### src/rtl/core/q2e_pkg.sv
`default_nettype none
package q2e_pkg;

  // Field and datapath widths
  localparam int QUAT_W     = 16;
  localparam int BIN_W      = 5;
  localparam int PROD_W     = 2 * QUAT_W;
  localparam int ARG_W      = 34;
  localparam int CW         = 37;
  localparam int ANG_W      = 34;
  localparam int S_W        = 32;
  localparam int ITERS      = 28;
  localparam int CORDIC_LAT = ITERS + 2;
  localparam int SQ_IN_W    = 62;
  localparam int RT_W       = 31;
  localparam int REM_W      = 32;
  localparam int SQRT_LAT   = 31;

  // Command queue
  localparam int QDEPTH  = 4;
  localparam int QPTR_W  = 2;
  localparam int QLVL_W  = 3;

  // Bin count
  localparam int BINS_DEFAULT = 18;
  localparam int BINS_MAX_W   = 7;

  typedef logic signed [ANG_W-1:0] ang_t;

  localparam ang_t ANG_HALF     = ang_t'(64'sd2147483648);
  localparam ang_t ANG_QUARTER  = ang_t'(64'sd1073741824);
  localparam ang_t ANG_LIM_FULL = ang_t'(64'sd2147483647);
  localparam ang_t ANG_LIM_HALF = ang_t'(64'sd1073741823);

  localparam logic signed [ARG_W-1:0] ONE_ARG = ARG_W'(64'sd1073741824);
  localparam logic signed [S_W-1:0]   ONE_S   = S_W'(64'sd1073741824);

  typedef struct packed {
    logic signed [QUAT_W-1:0] quat_w;
    logic signed [QUAT_W-1:0] quat_x;
    logic signed [QUAT_W-1:0] quat_y;
    logic signed [QUAT_W-1:0] quat_z;
  } q2e_quat_t;

  typedef struct packed {
    logic [BIN_W-1:0] roll_bin;
    logic [BIN_W-1:0] pitch_bin;
    logic [BIN_W-1:0] yaw_bin;
  } q2e_result_t;

  typedef struct packed {
    logic signed [ARG_W-1:0] roll_y;
    logic signed [ARG_W-1:0] roll_x;
    logic signed [ARG_W-1:0] yaw_y;
    logic signed [ARG_W-1:0] yaw_x;
    logic signed [S_W-1:0]   pitch_s;
    logic                    pitch_full;
  } q2e_cmd_t;

  typedef struct packed {
    logic              empty;
    logic [QLVL_W-1:0] level;
  } q2e_qstat_t;

  // atan(2^-i) in units of 2^-32 turn
  function automatic ang_t atan_turn(input int i);
    ang_t r;
    begin
      case (i)
        0:  r = ang_t'(64'sd536870912);
        1:  r = ang_t'(64'sd316933406);
        2:  r = ang_t'(64'sd167458907);
        3:  r = ang_t'(64'sd85004756);
        4:  r = ang_t'(64'sd42667331);
        5:  r = ang_t'(64'sd21354465);
        6:  r = ang_t'(64'sd10680862);
        7:  r = ang_t'(64'sd5340245);
        8:  r = ang_t'(64'sd2670163);
        9:  r = ang_t'(64'sd1335087);
        10: r = ang_t'(64'sd667544);
        11: r = ang_t'(64'sd333772);
        12: r = ang_t'(64'sd166886);
        13: r = ang_t'(64'sd83443);
        14: r = ang_t'(64'sd41722);
        15: r = ang_t'(64'sd20861);
        16: r = ang_t'(64'sd10430);
        17: r = ang_t'(64'sd5215);
        18: r = ang_t'(64'sd2608);
        19: r = ang_t'(64'sd1304);
        20: r = ang_t'(64'sd652);
        21: r = ang_t'(64'sd326);
        22: r = ang_t'(64'sd163);
        23: r = ang_t'(64'sd81);
        24: r = ang_t'(64'sd41);
        25: r = ang_t'(64'sd20);
        26: r = ang_t'(64'sd10);
        27: r = ang_t'(64'sd5);
        default: r = '0;
      endcase
      return r;
    end
  endfunction

endpackage
`default_nettype wire

### src/rtl/core/q2e_queue.sv
`default_nettype none
module q2e_queue (
  input  wire logic                 clk_i,
  input  wire logic                 rst_ni,
  input  wire logic                 push_i,
  input  wire q2e_pkg::q2e_cmd_t    data_i,
  input  wire logic                 pop_i,
  output q2e_pkg::q2e_cmd_t         data_o,
  output q2e_pkg::q2e_qstat_t       stat_o
);
  import q2e_pkg::*;

  q2e_cmd_t          mem_q [QDEPTH];
  logic [QPTR_W-1:0] wr_ptr_q, rd_ptr_q;
  logic [QLVL_W-1:0] level_q;

  // Store pushed items
  always_ff @(posedge clk_i) begin
    if (push_i) begin
      mem_q[wr_ptr_q] <= data_i;
    end
  end

  // Advance pointers and fill level
  always_ff @(posedge clk_i or negedge rst_ni) begin
    if (!rst_ni) begin
      wr_ptr_q <= '0;
      rd_ptr_q <= '0;
      level_q  <= '0;
    end else begin
      if (push_i) wr_ptr_q <= wr_ptr_q + QPTR_W'(1);
      if (pop_i)  rd_ptr_q <= rd_ptr_q + QPTR_W'(1);
      unique case ({push_i, pop_i})
        2'b10:   level_q <= level_q + QLVL_W'(1);
        2'b01:   level_q <= level_q - QLVL_W'(1);
        default: level_q <= level_q;
      endcase
    end
  end

  assign data_o       = mem_q[rd_ptr_q];
  assign stat_o.empty = (level_q == '0);
  assign stat_o.level = level_q;

endmodule
`default_nettype wire

### config.mk
export PLATFORM = sky130hd
export DESIGN_NAME = q2e_queue
export DESIGN_NICKNAME = d
export VERILOG_FILES = /design/src/rtl/core/q2e_pkg.sv /design/src/rtl/core/q2e_queue.sv
export SDC_FILE = /design/constraint.sdc
export NUM_CORES = 1
export LEC_CHECK = 0
export BUFFER_PORTS_ARGS = -buffer_cell sky130_fd_sc_hd__buf_4
export CORE_MARGIN = 4
export CORE_UTILIZATION = 57
export CTS_BUF_LIST = sky130_fd_sc_hd__clkbuf_8 sky130_fd_sc_hd__clkbuf_16
export DETAILED_ROUTE_END_ITERATION = 8
export PLACE_DENSITY_LB_ADDON = 0.15
export SLEW_MARGIN = 0
export SYNTH_ARGS = -nofsm -noshare
export SYNTH_HDL_FRONTEND = slang
export SYNTH_SLANG_ARGS = --single-unit
### constraint.sdc
create_clock -name clk_i -period 6.7 [get_ports clk_i]
set_input_delay 0.335 -clock clk_i [delete_from_list [all_inputs] [get_ports clk_i]]
set_output_delay 0.335 -clock clk_i [all_outputs]
set_load 0.02 [all_outputs]
---- After elaboration in Yosys (flattened, before gate mapping) ----
Memories as Yosys holds them, arrays and structs flattened.
Index checks and enable logic that the tools add are counted.
cells by class
  add/subtract/negate cells ............... 4
  equality and inequality tests ........... 2
  muxes and demuxes ....................... 3
  reduce and logical (&&, ||, !) cells .... 2
operator list
  cell                                              count
  case mux 3 bit (2 select lines)                   1
  adder 2 x 1 -> 2 bit, second input constant       2
  adder 3 x 1 -> 3 bit, second input constant       1
  logical NOT 3 bit                                 1
  subtractor 3 x 1 -> 3 bit, second input constant  1
  == test 2 x 1 -> 1 bit, second input constant     1
  == test 2 bit, second input constant              1
  2-to-1 mux 1 bit                                  2
  nonzero test 2 bit                                1
storage, ports and cells
  register bits after elaboration ......... 7
  bits in writable memories ............... 676
  bits of input ports ..................... 173
  output and inout port bits .............. 173
  word-level logic and storage cells ...... 15
  memories kept ........................... 1
memories
  memory  depth  width  read ports  clocked after Yosys merged registers in  wr ports  RTL line         RTL
  mem_q   4      169    1           0                                        1         q2e_queue.sv:13  q2e_cmd_t mem_q [QDEPTH];

---- Longest topological paths before layout ----
  depth after elaboration ................. 2
  mapped depth ............................ 7
  depth with buffers taken out ............ 7

---- Worst setup path before layout ----
Ideal clock, no wire load.
  path kind ............................... reg2reg
  start ................................... register wr_ptr_q[0]
  end ..................................... memory mem_q[0][0] (netlist bit) (enable)
  library setup time ...................... 0.549 ns
  arrival time ............................ 4.476 ns
  required time ........................... 6.151 ns
  path slack .............................. 1.675 ns
  cell stages (with the launch flop) ...... 4
  buffers on the path ..................... 0
  period minus slack after synthesis ...... 5.025 ns
  cells stage by stage .................... dfrtp_1 > inv_1 > ha_1 > and2_1
RTL lines
  element                 RTL line         RTL
  start, declared         q2e_queue.sv:14  logic [QPTR_W-1:0] wr_ptr_q, rd_ptr_q;
  start signal, assigned  q2e_queue.sv:31  if (push_i) wr_ptr_q <= wr_ptr_q + QPTR_W'(1);
  end, declared           q2e_queue.sv:13
No word-level cell before the write port.

==> key figures <==
Run status
  • Outcome: completed

Timing
  • RSZ-0062 raised after global routing: false
  • Setup TNS after final layout: 0 ns
  • Tmin final: 3.60 ns
  • Final setup viols: 0
  • Worst-Margin Slew: between 1 and 1.5 ns
  • Worst Skew: 0.0145 ns
  • Slew HR: 0.263
  • Fin. Hold Viols: 0
  • Fin crit share: 0.537
  • Slew Viols, Final: 0
  • Fmax: 0.278 GHz

Global route
  • Met3 GRT Util: 0.0639
  • Largest net degree at the start of global routing: 127
  • Global routing's busiest layer: met2
  • First-pass GRT wire length: 76.7 mm
  • Met2 GRT Util: 0.342
  • Grt ovf: 0
  • Met1 Use GR: 0.302
  • Initial antenna violation count: 3
  • Overall Global Routing Usage: 0.217
  • Vias in the first global route: 12655

Worst setup path
  • Critical Path Start Type: flop
  • Worst Path Arrival: 3.26 ns
  • Type of destination of the critical path: output pin
  • Worst EP required: 6.36 ns
  • Type of the worst setup path: flop to output pin
  • Crit Path Max Fanout: 70

Logic synthesis
  • FF+latch count, synth: 683
  • Post-synthesis adder-cell area fraction: 0.00334
  • Post-synthesis mux area share: 0.154
  • Post-synthesis xor/xnor area fraction: 0.00212
  • Post-synth top flop: edfxtp_1
  • Largest family of logic cells by synthesized area: multiplexers
  • Synth area leader: edfxtp_1
  • Ys Warns: 0
  • Number of flops mapped to enable cells by yosys: 676
  • Register area share after synthesis: 0.827
  • Count of cell types in the netlist: 17
  • Post-synth top area share: 0.820
  • Syn Inst Count: 919
  • Syn_nets: approximately 1100
  • Fraction of registers with async set/reset: 0.0102
  • Syn Std Cell Area: 24700 sq um
  • Synth top area cells: edfxtp_1 (82%), mux4_2 (15%), dfrtp_1 (0.71%)
  • Mean post-synth cell area: approximately 27 sq um
  • Synth Area in Compound Gates: 0.000404
  • Post-Synth Simple-Gate Area: 0.00182

Clock tree
  • Post-CTS Setup Bufs: 0
  • CTS clk-pin slew, worst paths: around 0.06 ns
  • CTS H-tree lvls: 3
  • Clk_lat worst skew: around 0.58 ns
  • TritonCTS buffer count: 69
  • TritonCTS clock tree: built
  • Clk buf depth: 3
  • Resized Gates After CTS: 0
  • Root buffer cell: clkbuf_16
  • CTS sink cnt: 683

Floorplan
  • Site row count: 76
  • Die Width: 216 um
  • Core area: 43000 sq um
  • Die ar.: approximately 47000 sq um
  • Initial core utilization: 0.576
  • Ports: about 350
  • Die height: roughly 220 um

Placed design
  • Global placement routability congestion: 0.762
  • Input/output buffers: around 350
  • DP Cell Count: 1820
  • DP HPWL: 27.7 mm

Routing
  • Remaining antenna violation count: 0
  • Vias per std cell: 5.51
  • 1st-pass router iterations: 5
  • Routed len/inst: 23.4 um
  • Routed via count: 11656
  • Drt total wl: 49.6 mm
  • DR iter-0 viols: ~920
  • Detailed-route DRC error count: 0

Final layout
  • Fillers: 2408
  • Final nets: 1657
  • Number of non-filler instances in the completed layout: 2115
  • P&R area growth vs syn: 28.5%
  • Share of layout cells above drive strength 1: 0.401

Power and ir drop
  • Sequential power share: 0.417
  • Leak: between 10 and 15 nW
  • Comb pwr share: 0.329
  • Power Dens Cells: 443 nW/um^2
  • VDD IR-drop max: 0.000277 V
  • P_sw: 4.31 mW
  • Clock network power share: 0.254
  • Internal Pwr Total: 9.79 mW
  • Switching power share of the total: 0.306

Run
  • MaxCap Viol Count: 0

Min path
  • Hold crit path type: input port to async pin
area by class of cell:
| type | count | area (sq um) | area share |
|---|---|---|---|
| well taps | 585 | 732 | 0.0230 |
| clock buffers | 73 | 1830 | 0.0574 |
| diodes | 1 | 2.50 | 0.0000787 |
| inverters | 6 | 22.5 | 0.000708 |
| flip-flops and latches | 683 | 20500 | 0.644 |
| multi-input cells | 192 | 4010 | 0.126 |
| clock inverters | 49 | 298 | 0.00936 |
| repair buffers | 526 | 4440 | 0.140 |
synth_stat cells (all sizes together) (2+ instances only):
cell,instances
and2,4
buf,32
clkbuf,6
dfrtp,7
edfxtp,676
ha,5
inv,6
mux4,169
nand2,3
o21ai,2
xnor2,2
xor2,4
repair_timing:
action | 4_1_cts | 5_1_grt
hold buffers | 172 | 0
endpoints found under the setup margin | 0 | 0
endpoints found under the hold margin | 685 | 0
cells by family after synthesis:
family | Yosys count
buf+inv | 44
mux | 169
flops | 683
xor+xnor | 6
fa+ha+maj | 6
simple gates | 9
compound gates | 2
through the flow:
stage	total power, mW	instance area [sq um]	worst slack (ns)	utilization	hold WS (ns)
6_report	14.1	31800	3.10	0.740	0.113
5_1_grt	14.7	31800	2.96	0.740	0.119
4_1_cts	14.3	31800	3.03	0.740	0.0712
3_5_place_dp	10.6	28000	3.67	0.651	0.163
3_3_place_gp	10.6	28000	3.69	0.651	0.157
2_1_floorplan	8.89	24700	1.68	-	0.0394
metal layers:
| metal | part of all wire | up-vias |
|---|---|---|
| li1 | - | 5109 |
| met1 | 0.41 | 6086 |
| met2 | 0.50 | 367 |
| met3 | 0.069 | 90 |
| met4 | 0.027 | 4 |
| met5 | 0.00044 | - |
worst max-delay path: stages, from the launching register on:
cell and delay [ns]:
dfrtp_4 1.15, buf_4 0.87, mux4_2 0.44, buf_4 0.18
worst paths after layout:
kind | startpoint | end | slack [ns] | cells past startpoint
setup / recovery | rd_ptr_q[1] | data_o[106] | 3.10 | 3
hold / removal | rst_ni | level_q[0] | 0.11 | 2
setup reg to reg | wr_ptr_q[0] | mem_q[0][31] | 4.20 | 4
hold reg to reg | level_q[2] | level_q[2] | 0.51 | 1
max in group asynchronous | rst_ni | rd_ptr_q[0] | 6.43 | 2
min in group clk_i | data_i[21] | mem_q[0][21] | 0.49 | 2
power by group through the flow:
| stage | clock (mW) | sequential, mW | combinational, mW |
|---|---|---|---|
| global placement | 0 | 5.94 | 4.61 |
| detailed placement | 0 | 5.97 | 4.63 |
| global route | 3.87 | 5.95 | 4.91 |
| CTS | 3.65 | 5.89 | 4.72 |
| finish | 3.58 | 5.88 | 4.64 |
| floorplan | 0 | 5.93 | 2.97 |
registers in the layout, summed over array words and instances, names as in the netlist:
| name | cells |
|---|---|
| rd_ptr_q | 2 |
| wr_ptr_q | 2 |
| level_q | 3 |
| mem_q | 676 |
cells in the final DEF, fill, tap and decap left out, types with 4 or more instances in the layout:
cell           count
clkinv_2           7
buf_12             5
dlygate4sd3_1    172
bufinv_16          4
xor2_1             4
inv_1             23
edfxtp_1         676
and2_4             4
ha_1               5
clkbuf_16         73
dfrtp_1            5
buf_4            349
mux4_2           169
clkinv_1          21
No activity file was read; power rests on OpenSTA's default activity.
